`src/rtl/assert_macros.svh`:
```
// Assertion macros shared by the RTL that carries concurrent checks.
`ifndef ASSERT_MACROS_SVH
`define ASSERT_MACROS_SVH

// Check a property on every rising edge of clk, idle while arst_n is low.
`define ASSERT_CLK(label, prop, msg) \
	label: assert property (@(posedge clk) disable iff (!arst_n) (prop)) else $error(msg);

// Check a property on every rising edge of clk, reset included.
`define ASSERT_ALWAYS(label, prop, msg) \
	label: assert property (@(posedge clk) (prop)) else $error(msg);

`endif

```
`src/rtl/smt_pkg.sv`:
```
// Shared types and constants of the set membership table.
`timescale 1ns / 1ps

package smt_pkg;

	localparam int SLOTS_DEF = 128;
	localparam int VALUE_W   = 32;

	typedef enum logic [1:0] {
		KIND_LOOKUP = 2'd0,
		KIND_INSERT = 2'd1,
		KIND_REMOVE = 2'd2,
		KIND_CLEAR  = 2'd3
	} smt_kind_t;

	typedef struct packed {
		smt_kind_t                  kind;
		logic signed [VALUE_W-1:0]  value;
	} smt_item_t;

	typedef struct packed {
		logic was_member;
		logic insert_dropped;
	} smt_result_t;

	// Commands from the controller to the datapath.
	typedef struct packed {
		logic load;     // latch the accepted word, clear the scan flags
		logic rd_en;    // read both slot memories at the scan address
		logic init_wr;  // clear the valid mark at the scan address
		logic commit;   // finish the operation, write a pending insert
	} smt_cmd_t;

endpackage

```
`src/rtl/smt_datapath.sv`:
```
// Slot memories, match and free-slot search, and result flags.
`timescale 1ns / 1ps

module smt_datapath import smt_pkg::*; #(
	parameter int SLOTS = SLOTS_DEF
) (
	input  logic                      clk,
	input  logic                      arst_n,
	input  smt_cmd_t                  cmd,
	input  logic [$clog2(SLOTS)-1:0]  addr,
	input  smt_item_t                 item,
	output smt_result_t               result
);

	localparam int AW = $clog2(SLOTS);

	logic [VALUE_W-1:0] val_mem [SLOTS];
	logic               vld_mem [SLOTS];

	logic [VALUE_W-1:0] val_rd_s1;
	logic               vld_rd_s1;
	logic [AW-1:0]      addr_s1;
	logic               chk_s1;

	smt_kind_t          kind_q;
	logic [VALUE_W-1:0] value_q;
	logic               member_q;
	logic               free_found_q;
	logic [AW-1:0]      free_idx_q;

	logic               hit;
	logic               scan_clr;
	logic               ins_ok;
	logic               val_we;
	logic               vld_we;
	logic [AW-1:0]      vld_wa;

	assign hit      = chk_s1 && vld_rd_s1 && (val_rd_s1 == value_q);
	assign scan_clr = chk_s1 && ((kind_q == KIND_CLEAR) || ((kind_q == KIND_REMOVE) && hit));
	assign ins_ok   = (kind_q == KIND_INSERT) && !member_q && free_found_q;
	assign val_we   = cmd.commit && ins_ok;
	assign vld_we   = cmd.init_wr || scan_clr || val_we;
	assign vld_wa   = cmd.init_wr ? addr : (scan_clr ? addr_s1 : free_idx_q);

	// Value memory: one write port, one registered read port.
	always_ff @(posedge clk) begin
		if (val_we) begin
			val_mem[free_idx_q] <= value_q;
		end
		if (cmd.rd_en) begin
			val_rd_s1 <= val_mem[addr];
		end
	end

	// Valid memory: only a commit sets a mark, every other write clears one.
	always_ff @(posedge clk) begin
		if (vld_we) begin
			vld_mem[vld_wa] <= cmd.commit;
		end
		if (cmd.rd_en) begin
			vld_rd_s1 <= vld_mem[addr];
		end
	end

	always_ff @(posedge clk or negedge arst_n) begin
		if (!arst_n) begin
			chk_s1       <= 1'b0;
			member_q     <= 1'b0;
			free_found_q <= 1'b0;
		end else begin
			chk_s1 <= cmd.rd_en;
			if (cmd.load) begin
				member_q     <= 1'b0;
				free_found_q <= 1'b0;
			end else if (chk_s1) begin
				if (hit) begin
					member_q <= 1'b1;
				end
				if (!vld_rd_s1) begin
					free_found_q <= 1'b1;
				end
			end
		end
	end

	always_ff @(posedge clk) begin
		addr_s1 <= addr;
		if (cmd.load) begin
			kind_q  <= item.kind;
			value_q <= item.value;
		end
		if (chk_s1 && !vld_rd_s1 && !free_found_q) begin
			free_idx_q <= addr_s1;
		end
	end

	assign result.was_member     = member_q;
	assign result.insert_dropped = (kind_q == KIND_INSERT) && !member_q && !free_found_q;

endmodule

```
`src/rtl/smt_controller.sv`:
```
// Sequencer for the clearing pass and the per-word slot scan.
`timescale 1ns / 1ps

module smt_controller import smt_pkg::*; #(
	parameter int SLOTS = SLOTS_DEF
) (
	input  logic                      clk,
	input  logic                      arst_n,
	input  logic                      start,
	output logic                      busy,
	output logic                      done,
	output smt_cmd_t                  cmd,
	output logic [$clog2(SLOTS)-1:0]  addr
);

	localparam int AW = $clog2(SLOTS);

	typedef enum logic [4:0] {
		ST_INIT  = 5'b00001,
		ST_IDLE  = 5'b00010,
		ST_SCAN  = 5'b00100,
		ST_DRAIN = 5'b01000,
		ST_DONE  = 5'b10000
	} smt_state_t;

	smt_state_t    state_q;
	logic [AW-1:0] addr_q;
	logic          last;

	assign last = (addr_q == AW'(SLOTS - 1));
	assign addr = addr_q;
	assign busy = (state_q != ST_IDLE);
	assign done = (state_q == ST_DONE);

	always_comb begin
		cmd = '0;
		case (state_q)
			ST_INIT: cmd.init_wr = 1'b1;
			ST_IDLE: cmd.load    = start;
			ST_SCAN: cmd.rd_en   = 1'b1;
			ST_DONE: cmd.commit  = 1'b1;
			default: cmd = '0;
		endcase
	end

	always_ff @(posedge clk or negedge arst_n) begin
		if (!arst_n) begin
			state_q <= ST_INIT;
			addr_q  <= '0;
		end else begin
			case (state_q)
				ST_INIT: begin
					addr_q <= last ? '0 : addr_q + 1'b1;
					if (last) begin
						state_q <= ST_IDLE;
					end
				end
				ST_IDLE: begin
					addr_q <= '0;
					if (start) begin
						state_q <= ST_SCAN;
					end
				end
				ST_SCAN: begin
					addr_q <= last ? '0 : addr_q + 1'b1;
					if (last) begin
						state_q <= ST_DRAIN;
					end
				end
				ST_DRAIN: state_q <= ST_DONE;
				ST_DONE:  state_q <= ST_IDLE;
				default:  state_q <= ST_IDLE;
			endcase
		end
	end

endmodule

```
`src/rtl/set_membership_table.sv`:
```
// Top level of the set membership table: controller, datapath and checks.
`timescale 1ns / 1ps

// A set of up to SLOTS signed 32-bit values. Issue a word by raising start
// while busy is low; the word is taken at that edge. Each word is a lookup,
// insert, remove or clear all, and returns exactly one result, shown on
// result for one cycle with done high. The receiver cannot stall: sample
// result in the cycle done is high. The block scans both slot memories one
// slot per cycle through their single read port. The scan visits every slot,
// a drain state waits for the registered read of the last slot, and done is
// high in the done state that follows it. Busy drops in the cycle after done,
// and the next word can be taken at the end of that cycle; a new word is
// never taken before the last one is done. After reset the block runs a
// clearing pass over every valid mark with busy high. An insert of a new
// value takes the lowest-numbered free slot; when none is free it is
// dropped and insert_dropped is set.

`include "assert_macros.svh"

module set_membership_table import smt_pkg::*; #(
	parameter int SLOTS = SLOTS_DEF
) (
	input  logic        clk,
	input  logic        arst_n,
	input  logic        start,
	output logic        busy,
	input  smt_item_t   item,
	output logic        done,
	output smt_result_t result
);

	smt_cmd_t                 cmd;
	logic [$clog2(SLOTS)-1:0] addr;

	// Sequence the clearing pass, the scan and the final commit.
	smt_controller #(
		.SLOTS (SLOTS)
	) u_ctrl (
		.clk    (clk),
		.arst_n (arst_n),
		.start  (start),
		.busy   (busy),
		.done   (done),
		.cmd    (cmd),
		.addr   (addr)
	);

	// Hold the slots, compare each one as it streams out, track the flags.
	smt_datapath #(
		.SLOTS (SLOTS)
	) u_dp (
		.clk    (clk),
		.arst_n (arst_n),
		.cmd    (cmd),
		.addr   (addr),
		.item   (item),
		.result (result)
	);

	// A result only appears while a word is in flight.
	`ASSERT_CLK(a_done_busy, done |-> busy, "done outside a busy operation")
	// An accepted word keeps the block busy in the following cycle.
	`ASSERT_CLK(a_accept_busy, (start && !busy) |=> busy, "accepted word did not raise busy")
	// The strobe lasts one cycle and the block is free right after it.
	`ASSERT_CLK(a_done_pulse, done |=> (!done && !busy), "done strobe not a single cycle")
	// A dropped insert is always one of a non-member.
	`ASSERT_CLK(a_drop_member, done |-> !(result.was_member && result.insert_dropped),
		"insert dropped for a member")

endmodule
```
`config.mk`:
```
export PLATFORM = sky130hd
export DESIGN_NAME = set_membership_table
export DESIGN_NICKNAME = d
export VERILOG_FILES = /design/src/rtl/smt_pkg.sv /design/src/rtl/smt_datapath.sv /design/src/rtl/smt_controller.sv /design/src/rtl/set_membership_table.sv
export VERILOG_INCLUDE_DIRS = /design/src /design/src/rtl
export SDC_FILE = /design/constraint.sdc
export NUM_CORES = 2
export LEC_CHECK = 0
export BUFFER_PORTS_ARGS = -buffer_cell sky130_fd_sc_hd__buf_2
export CAP_MARGIN = 15
export CORE_MARGIN = 2
export CORE_UTILIZATION = 60
export CTS_BUF_LIST = sky130_fd_sc_hd__clkbuf_16
export CTS_CLUSTER_DIAMETER = 120
export DETAILED_ROUTE_END_ITERATION = 10
export PLACE_DENSITY = 0.8
export SLEW_MARGIN = 0
export SYNTH_ARGS = -nofsm -noshare
export SYNTH_HDL_FRONTEND = slang
export SYNTH_HIERARCHICAL = 1
export SYNTH_MEMORY_MAX_BITS = 65536
export SYNTH_SLANG_ARGS = --single-unit
```
`constraint.sdc`:
```
create_clock -name clk -period 6.2 [get_ports clk]
set_input_delay 0 -clock clk [delete_from_list [all_inputs] [get_ports clk]]
set_output_delay 0 -clock clk [all_outputs]
set_load 0.005 [all_outputs]
```
After elaboration in Yosys (flattened, before gate mapping)
Memory sizes are Yosys's and may differ from the RTL's. A register that Yosys moved wholly into a read port is not among the register bits.
Cells that the tools add are included.
{"block": "classes", "addsub": 1, "eq_ne": 15, "muxes": 22, "n_reduce_logical": 23}
{"operator": "32-bit == test", "n": 1}
{"operator": "7-bit two-way mux", "n": 3}
{"operator": "5-bit case mux with 4 select lines", "n": 1}
{"operator": "5-bit two-way mux", "n": 3}
{"operator": "1-bit two-way mux", "n": 14}
{"operator": "7-bit case mux with 2 select lines", "n": 1}
{"operator": "1-bit logical AND", "n": 10}
{"operator": "7-bit by 1-bit adder with 7-bit output, second input constant", "n": 1}
{"operator": "7-bit == test, second input constant", "n": 1}
{"operator": "2-bit nonzero test", "n": 3}
{"operator": "5-bit by 1-bit == test with 1-bit output, second input constant", "n": 1}
{"operator": "5-bit by 2-bit == test with 1-bit output, second input constant", "n": 1}
{"operator": "5-bit by 3-bit == test with 1-bit output, second input constant", "n": 1}
{"operator": "5-bit by 4-bit == test with 1-bit output, second input constant", "n": 1}
{"operator": "5-bit == test, second input constant", "n": 1}
{"operator": "5-bit by 2-bit != test with 1-bit output, second input constant", "n": 1}
{"operator": "2-bit == test, second input constant", "n": 2}
{"operator": "2-bit by 1-bit != test with 1-bit output, second input constant", "n": 2}
{"operator": "2-bit != test, second input constant", "n": 2}
{"operator": "2-bit AND reduction", "n": 2}
{"operator": "1-bit zero test", "n": 3}
{"operator": "1-bit logical OR", "n": 3}
{"operator": "3-bit AND reduction", "n": 1}
{"operator": "2-bit by 1-bit == test with 1-bit output, second input constant", "n": 1}
{"operator": "2-bit OR reduction", "n": 1}
{"block": "word_totals", "reg_bits": 63, "mem_bits_rw": 4224, "out_inout_bits": 4, "n_memories": 2}
{"memory": "u_dp.val_mem", "words": 128, "word_bits": 32, "rd": 1, "rd_clocked_by_memory_dff": 1, "write_ports": 1, "line_no": "smt_datapath.sv:17", "rtl": "logic [VALUE_W-1:0] val_mem [SLOTS];"}
{"memory": "u_dp.vld_mem", "words": 128, "word_bits": 1, "rd": 1, "rd_clocked_by_memory_dff": 1, "write_ports": 1, "line_no": "smt_datapath.sv:18", "rtl": "logic vld_mem [SLOTS];"}

Depth between registers and ports, before layout
{"block": "depth", "depth_word": 9, "ltp_mapped": 13, "depth_no_buf": 10}

Hierarchy
Netlist, hierarchy kept.
{"mod": "smt_datapath", "n_inst": 1, "cells_each": 6521, "area_each_um2": 164410.2}
{"mod": "smt_controller", "n_inst": 1, "cells_each": 70, "area_each_um2": 689.4}

Worst setup path after synthesis
Ideal clock, no wire load.
{"block": "synth_timing", "kind": "register -> register", "start": "register u_dp.value_q[14]", "end": "memory u_dp.vld_mem[48], enable pin", "t_arrival_ps": 4438, "required_time_ps": 5900, "setup_slack_ps": 1462, "path_stages_with_launch": 11, "path_buffers": 2, "period_less_slack_ps": 4738, "cell_sequence": "edfxtp_1 xor2_1 or4_4 nor4_4 a31oi_2 nor2_2 a221oi_1 buf_2 or4_1 buf_2 nor2_1"}
{"block": "synth_between", "elab_chain_len": 9}
{"item": "from (decl)", "line_no": "smt_datapath.sv:26", "rtl": "logic [VALUE_W-1:0] value_q;"}
{"item": "from (signal assigned)", "line_no": "smt_datapath.sv:90", "rtl": "value_q <= item.value;"}
{"item": "32-bit == test (*)", "line_no": "smt_datapath.sv:38", "rtl": "assign hit = chk_s1 && vld_rd_s1 && (val_rd_s1 == value_q);"}
{"item": "1-bit logical AND (*)", "line_no": "smt_datapath.sv:38"}
{"item": "1-bit logical AND (*)", "line_no": "smt_datapath.sv:39", "rtl": "assign scan_clr = chk_s1 && ((kind_q == KIND_CLEAR) || ((kind_q == KIND_REMOVE) && hit));"}
{"item": "1-bit logical OR (*)", "line_no": "smt_datapath.sv:39"}
{"item": "1-bit logical AND (*)", "line_no": "smt_datapath.sv:39"}
{"item": "1-bit logical OR (2 in a row)", "line_no": "smt_datapath.sv:42", "rtl": "assign vld_we = cmd.init_wr || scan_clr || val_we;"}
{"item": "1-bit two-way mux", "line_no": "smt_datapath.sv:57", "rtl": "if (vld_we) begin"}
{"item": "1-bit two-way mux (implied by the code)", "line_no": "smt_datapath.sv:58", "rtl": "vld_mem[vld_wa] <= cmd.commit;"}
{"item": "to (decl)", "line_no": "smt_datapath.sv:18"}
Every way passes the cells marked *; elsewhere a longest branch is shown, timed or not.

Final worst setup path
{"block": "layout_timing", "start": "register u_ctrl.state_q[2]", "end": "memory u_dp.val_mem[71][14], enable pin"}
{"block": "layout_between", "elab_chain_len": 5}
{"item": "from (decl)", "line_no": "smt_controller.sv:26", "rtl": "smt_state_t state_q;"}
{"item": "from (signal assigned)", "line_no": "smt_controller.sv:48", "rtl": "state_q <= ST_INIT;"}
{"item": "from (signal assigned)", "line_no": "smt_controller.sv:55", "rtl": "state_q <= ST_IDLE;"}
{"item": "from (signal assigned)", "line_no": "smt_controller.sv:61", "rtl": "state_q <= ST_SCAN;"}
{"item": "5-bit == test", "line_no": "smt_controller.sv:37", "rtl": "case (state_q)"}
{"item": "1-bit two-way mux", "line_no": "smt_controller.sv:37"}
{"item": "1-bit logical AND", "line_no": "smt_datapath.sv:41", "rtl": "assign val_we = cmd.commit && ins_ok;"}
{"item": "1-bit two-way mux", "line_no": "smt_datapath.sv:47", "rtl": "if (val_we) begin"}
{"item": "1-bit two-way mux (implied by the code)", "line_no": "smt_datapath.sv:48", "rtl": "val_mem[free_idx_q] <= value_q;"}
{"item": "to (decl)", "line_no": "smt_datapath.sv:17"}
No other way between the ends.

==> flow_metrics.tcl <==
set metrics [dict create \
    outcome "finished with violations" \
    violations "DRC" \
    port_buffers 40 \
    final_nets 7096 \
    synth_top_cells_by_area "edfxtp_1, mux4_2, nor2_1, clkbuf_1, buf_1" \
    synth-async-reset-ratio 0.00347 \
    ys_seq_area_frac 0.785 \
    multiInputGateArea_sq_um 35200 \
    dp.cells 10200 \
    ff2ff_path_depth 9 \
    ys_seq_elements 4320 \
    cts_resized 0 \
    final_max_slew_viol_count 0 \
    synth_top_area_frac 0.782 \
    max-vdd-ir-drop_mv 0.511 \
    cts_tree "built" \
    netlist_area_sq_um 165000 \
    end_kind "register" \
    numCtsBuffers 406 \
    critPathKind "register to register" \
    fin_util 0.681 \
    power_uw 72800 \
    hold_path.class "input port to register" \
    max_cap_viol_count 0 \
    rsz0062_at_grt "false" \
    seq_area_sq_um 130000 \
    drc 21 \
    synth_top_area_cell "edfxtp_1" \
    crit_required_ps 6790 \
    relSlewSlack 0.0767 \
    clock-skew-final_ps 103 \
    grt_max_degree 130 \
    path_clk_slew_ps 70 \
    synthFlopType "edfxtp_1" \
    worstPathArrival_ps 5860 \
    yosysWarnings 6 \
    dieWidth_um 529 \
    worst_slew_pin_slew_ps 1380 \
    netlist_instances 6591 \
    synthesis.nets 6629 \
    p_leak_uw 0.0556 \
    synth.most_common_cell "edfxtp_1" \
    drive_gt1_frac 0.338 \
    fill_cells 14500 \
    hold_slack_ps 368 \
    clk_path_buf_depth 4 \
    min_period_ps 5260 \
    worstHoldPathCells 3 \
    ios 41 \
    period_share 0.849 \
    report.final.hold_viol_count 0 \
    synth_edf_count 4298 \
    fp.dieArea_sq_um 279000 \
    vias 88700 \
    detail-route-antenna-nets 0 \
    cts.sinks 4320 \
    initial_utilization 0.603 \
    grt_pass1_wl_um 716000 \
    power_density_nw_per_um2 391 \
    final-instance-count-excl-fill 11000 \
    grt_pass1_vias 85200 \
    synth_commonest_cells "edfxtp_1, mux4_2, nor2_1" \
    drt_iter0_drc 20100 \
    ctsRootBufferMaster "clkbuf_16" \
    vias_per_cell 8.04 \
    die_y_um 529 \
    htreeDepth 5 \
    wl_per_cell_um 48.0 \
    fin_setup_tns_ps 0 \
    routabilityCongestion 0.889 \
    grtUsageTotal 0.378 \
    layout-area-overhead-vs-synth_pct 12.8 \
    path_max_fanout 21 \
    dp_hpwl_um 243000 \
    overflow 0 \
    insertion_delay_ps 980 \
    finalSetupViolations 0 \
    max_freq_mhz 190 \
    wl_um 529000 \
    core_sq_um 274000 \
    postSynthAreaPerCell_sq_um 25.0 \
    ys_types 60 \
    antenna_found_initial 96 \
    critPathLaunchType "register" \
    dr.pass1.iters 11 \
    num_rows 192 \
]
through the flow:
stage               area, sq um  setup slack [ps]
floorplan                165000              1460
global placement         172000              1440
global route             186000              1040
finish                   186000               935
detailed placement       172000              1880
CTS                      186000              1280
where the power goes:
group	leakage (uW)	total, uW	internal, uW	switching [uW]
clock	0.00663	25400	13700	11700
combinational	0.0102	13400	5210	8200
sequential	0.0388	33900	33600	328
path summary, 6_finish.rpt:
kind                                               start                              to  slack [ps]
max reg2reg                u_ctrl/state_q[2]$_DFFE_PN0P_  u_dp/val_mem[71][14]$_DFFE_PP_         940
min in group asynchronous                         arst_n   u_ctrl/state_q[3]$_DFFE_PN0P_         510
min                                             item[22]      u_dp/value_q[22]$_DFFE_PP_         370
max                        u_ctrl/state_q[2]$_DFFE_PN0P_  u_dp/val_mem[71][14]$_DFFE_PP_         940
min reg2reg                      u_dp/addr_s1[4]$_DFF_P_    u_dp/free_idx_q[4]$_DFFE_PP_         410
max in group asynchronous                         arst_n      u_ctrl/addr[6]$_DFFE_PN0P_        4870
logic make-up (layout without fill, tap and decap cells):
logic type / Yosys count / after routing / synth area share
AO/OA/AOI/OAI: 50 / 50 / 0.00255
flip-flops: 4320 / 4320 / 0.785
other: 0 / 50 / 0
AND/OR/NAND/NOR: 403 / 403 / 0.0109
adder cells (fa/ha/maj): 1 / 1 / 0.0000758
multiplexers: 1421 / 1421 / 0.191
XOR/XNOR: 33 / 33 / 0.00175
buffers and inverters: 363 / 1160 / 0.00842
worst max-delay path, cell delays in order, from the launching register on:
cell	delay, ps
dfrtp_1	500
nor2_1	320
and3_4	280
nand2_1	100
nor4_1	560
and2_1	420
nand3_2	760
buf_4	550
nor2_4	910
buf_4	430
placed cells by master (no fill, tap or decap), drive strengths merged, types with 2 or more instances in the layout:
cell         netlist  routed
nand3b             2       2
diode              0      50
inv               11      96
dlygate4sd3        0      72
o211ai             2       2
nand2b             6       6
a221o              5       5
xor2               9       9
nand2             32      32
o22ai              2       2
nor4               7       7
dfrtp             14      14
clkbuf           234     410
a311oi             2       2
dfxtp              7       7
and3               6       6
clkinv             0     188
nor2b             13      13
mux2              34      34
nor3              12      12
or4                8       8
buf              118     339
a21o               2       2
a21oi              8       8
a31oi              5       5
clkinvlp           0      15
mux4            1386    1386
bufinv             0      40
nor2             265     265
xnor2             24      24
edfxtp          4298    4298
o211a              4       4
o21ai              7       7
or2                2       2
nand4             19      19
and2               5       5
nand3             21      21
a221oi             5       5
registers in the layout, indices dropped and copies added, names as in the netlist, 2 cells and up:
| register | flops |
|---|---|
| u_dp/value_q | 32 |
| u_ctrl/state_q | 5 |
| u_dp/val_rd_s1 | 32 |
| u_dp/free_idx_q | 7 |
| u_ctrl/addr | 7 |
| u_dp/addr_s1 | 7 |
| u_dp/kind_q | 2 |
| u_dp/val_mem | 4096 |
| u_dp/vld_mem | 128 |
layout make-up:
cell class                 instances  share of cell area
antenna                           50            0.000672
multi-input combinational       1908               0.189
inverter                          11            0.000222
tap                             3589              0.0241
timing repair buffer             411              0.0204
clock inverter                   328              0.0146
clock buffer                     410              0.0551
sequential                      4320               0.696
per-layer routing:
metal	GRT usage	wire length, um	vias up
met4	0.207	40100	82
met1	0.476	154000	45000
met3	0.138	89800	2578
met2	0.577	245000	11400
met5	0.00329	1160	-
li1	-	-	29700
what timing repair did:
action	in CTS	in global routing
endpoints found under the hold margin	86	0
setup buffers	0	0
hold buffers	72	0
Power figures use the tool's default switching activity.
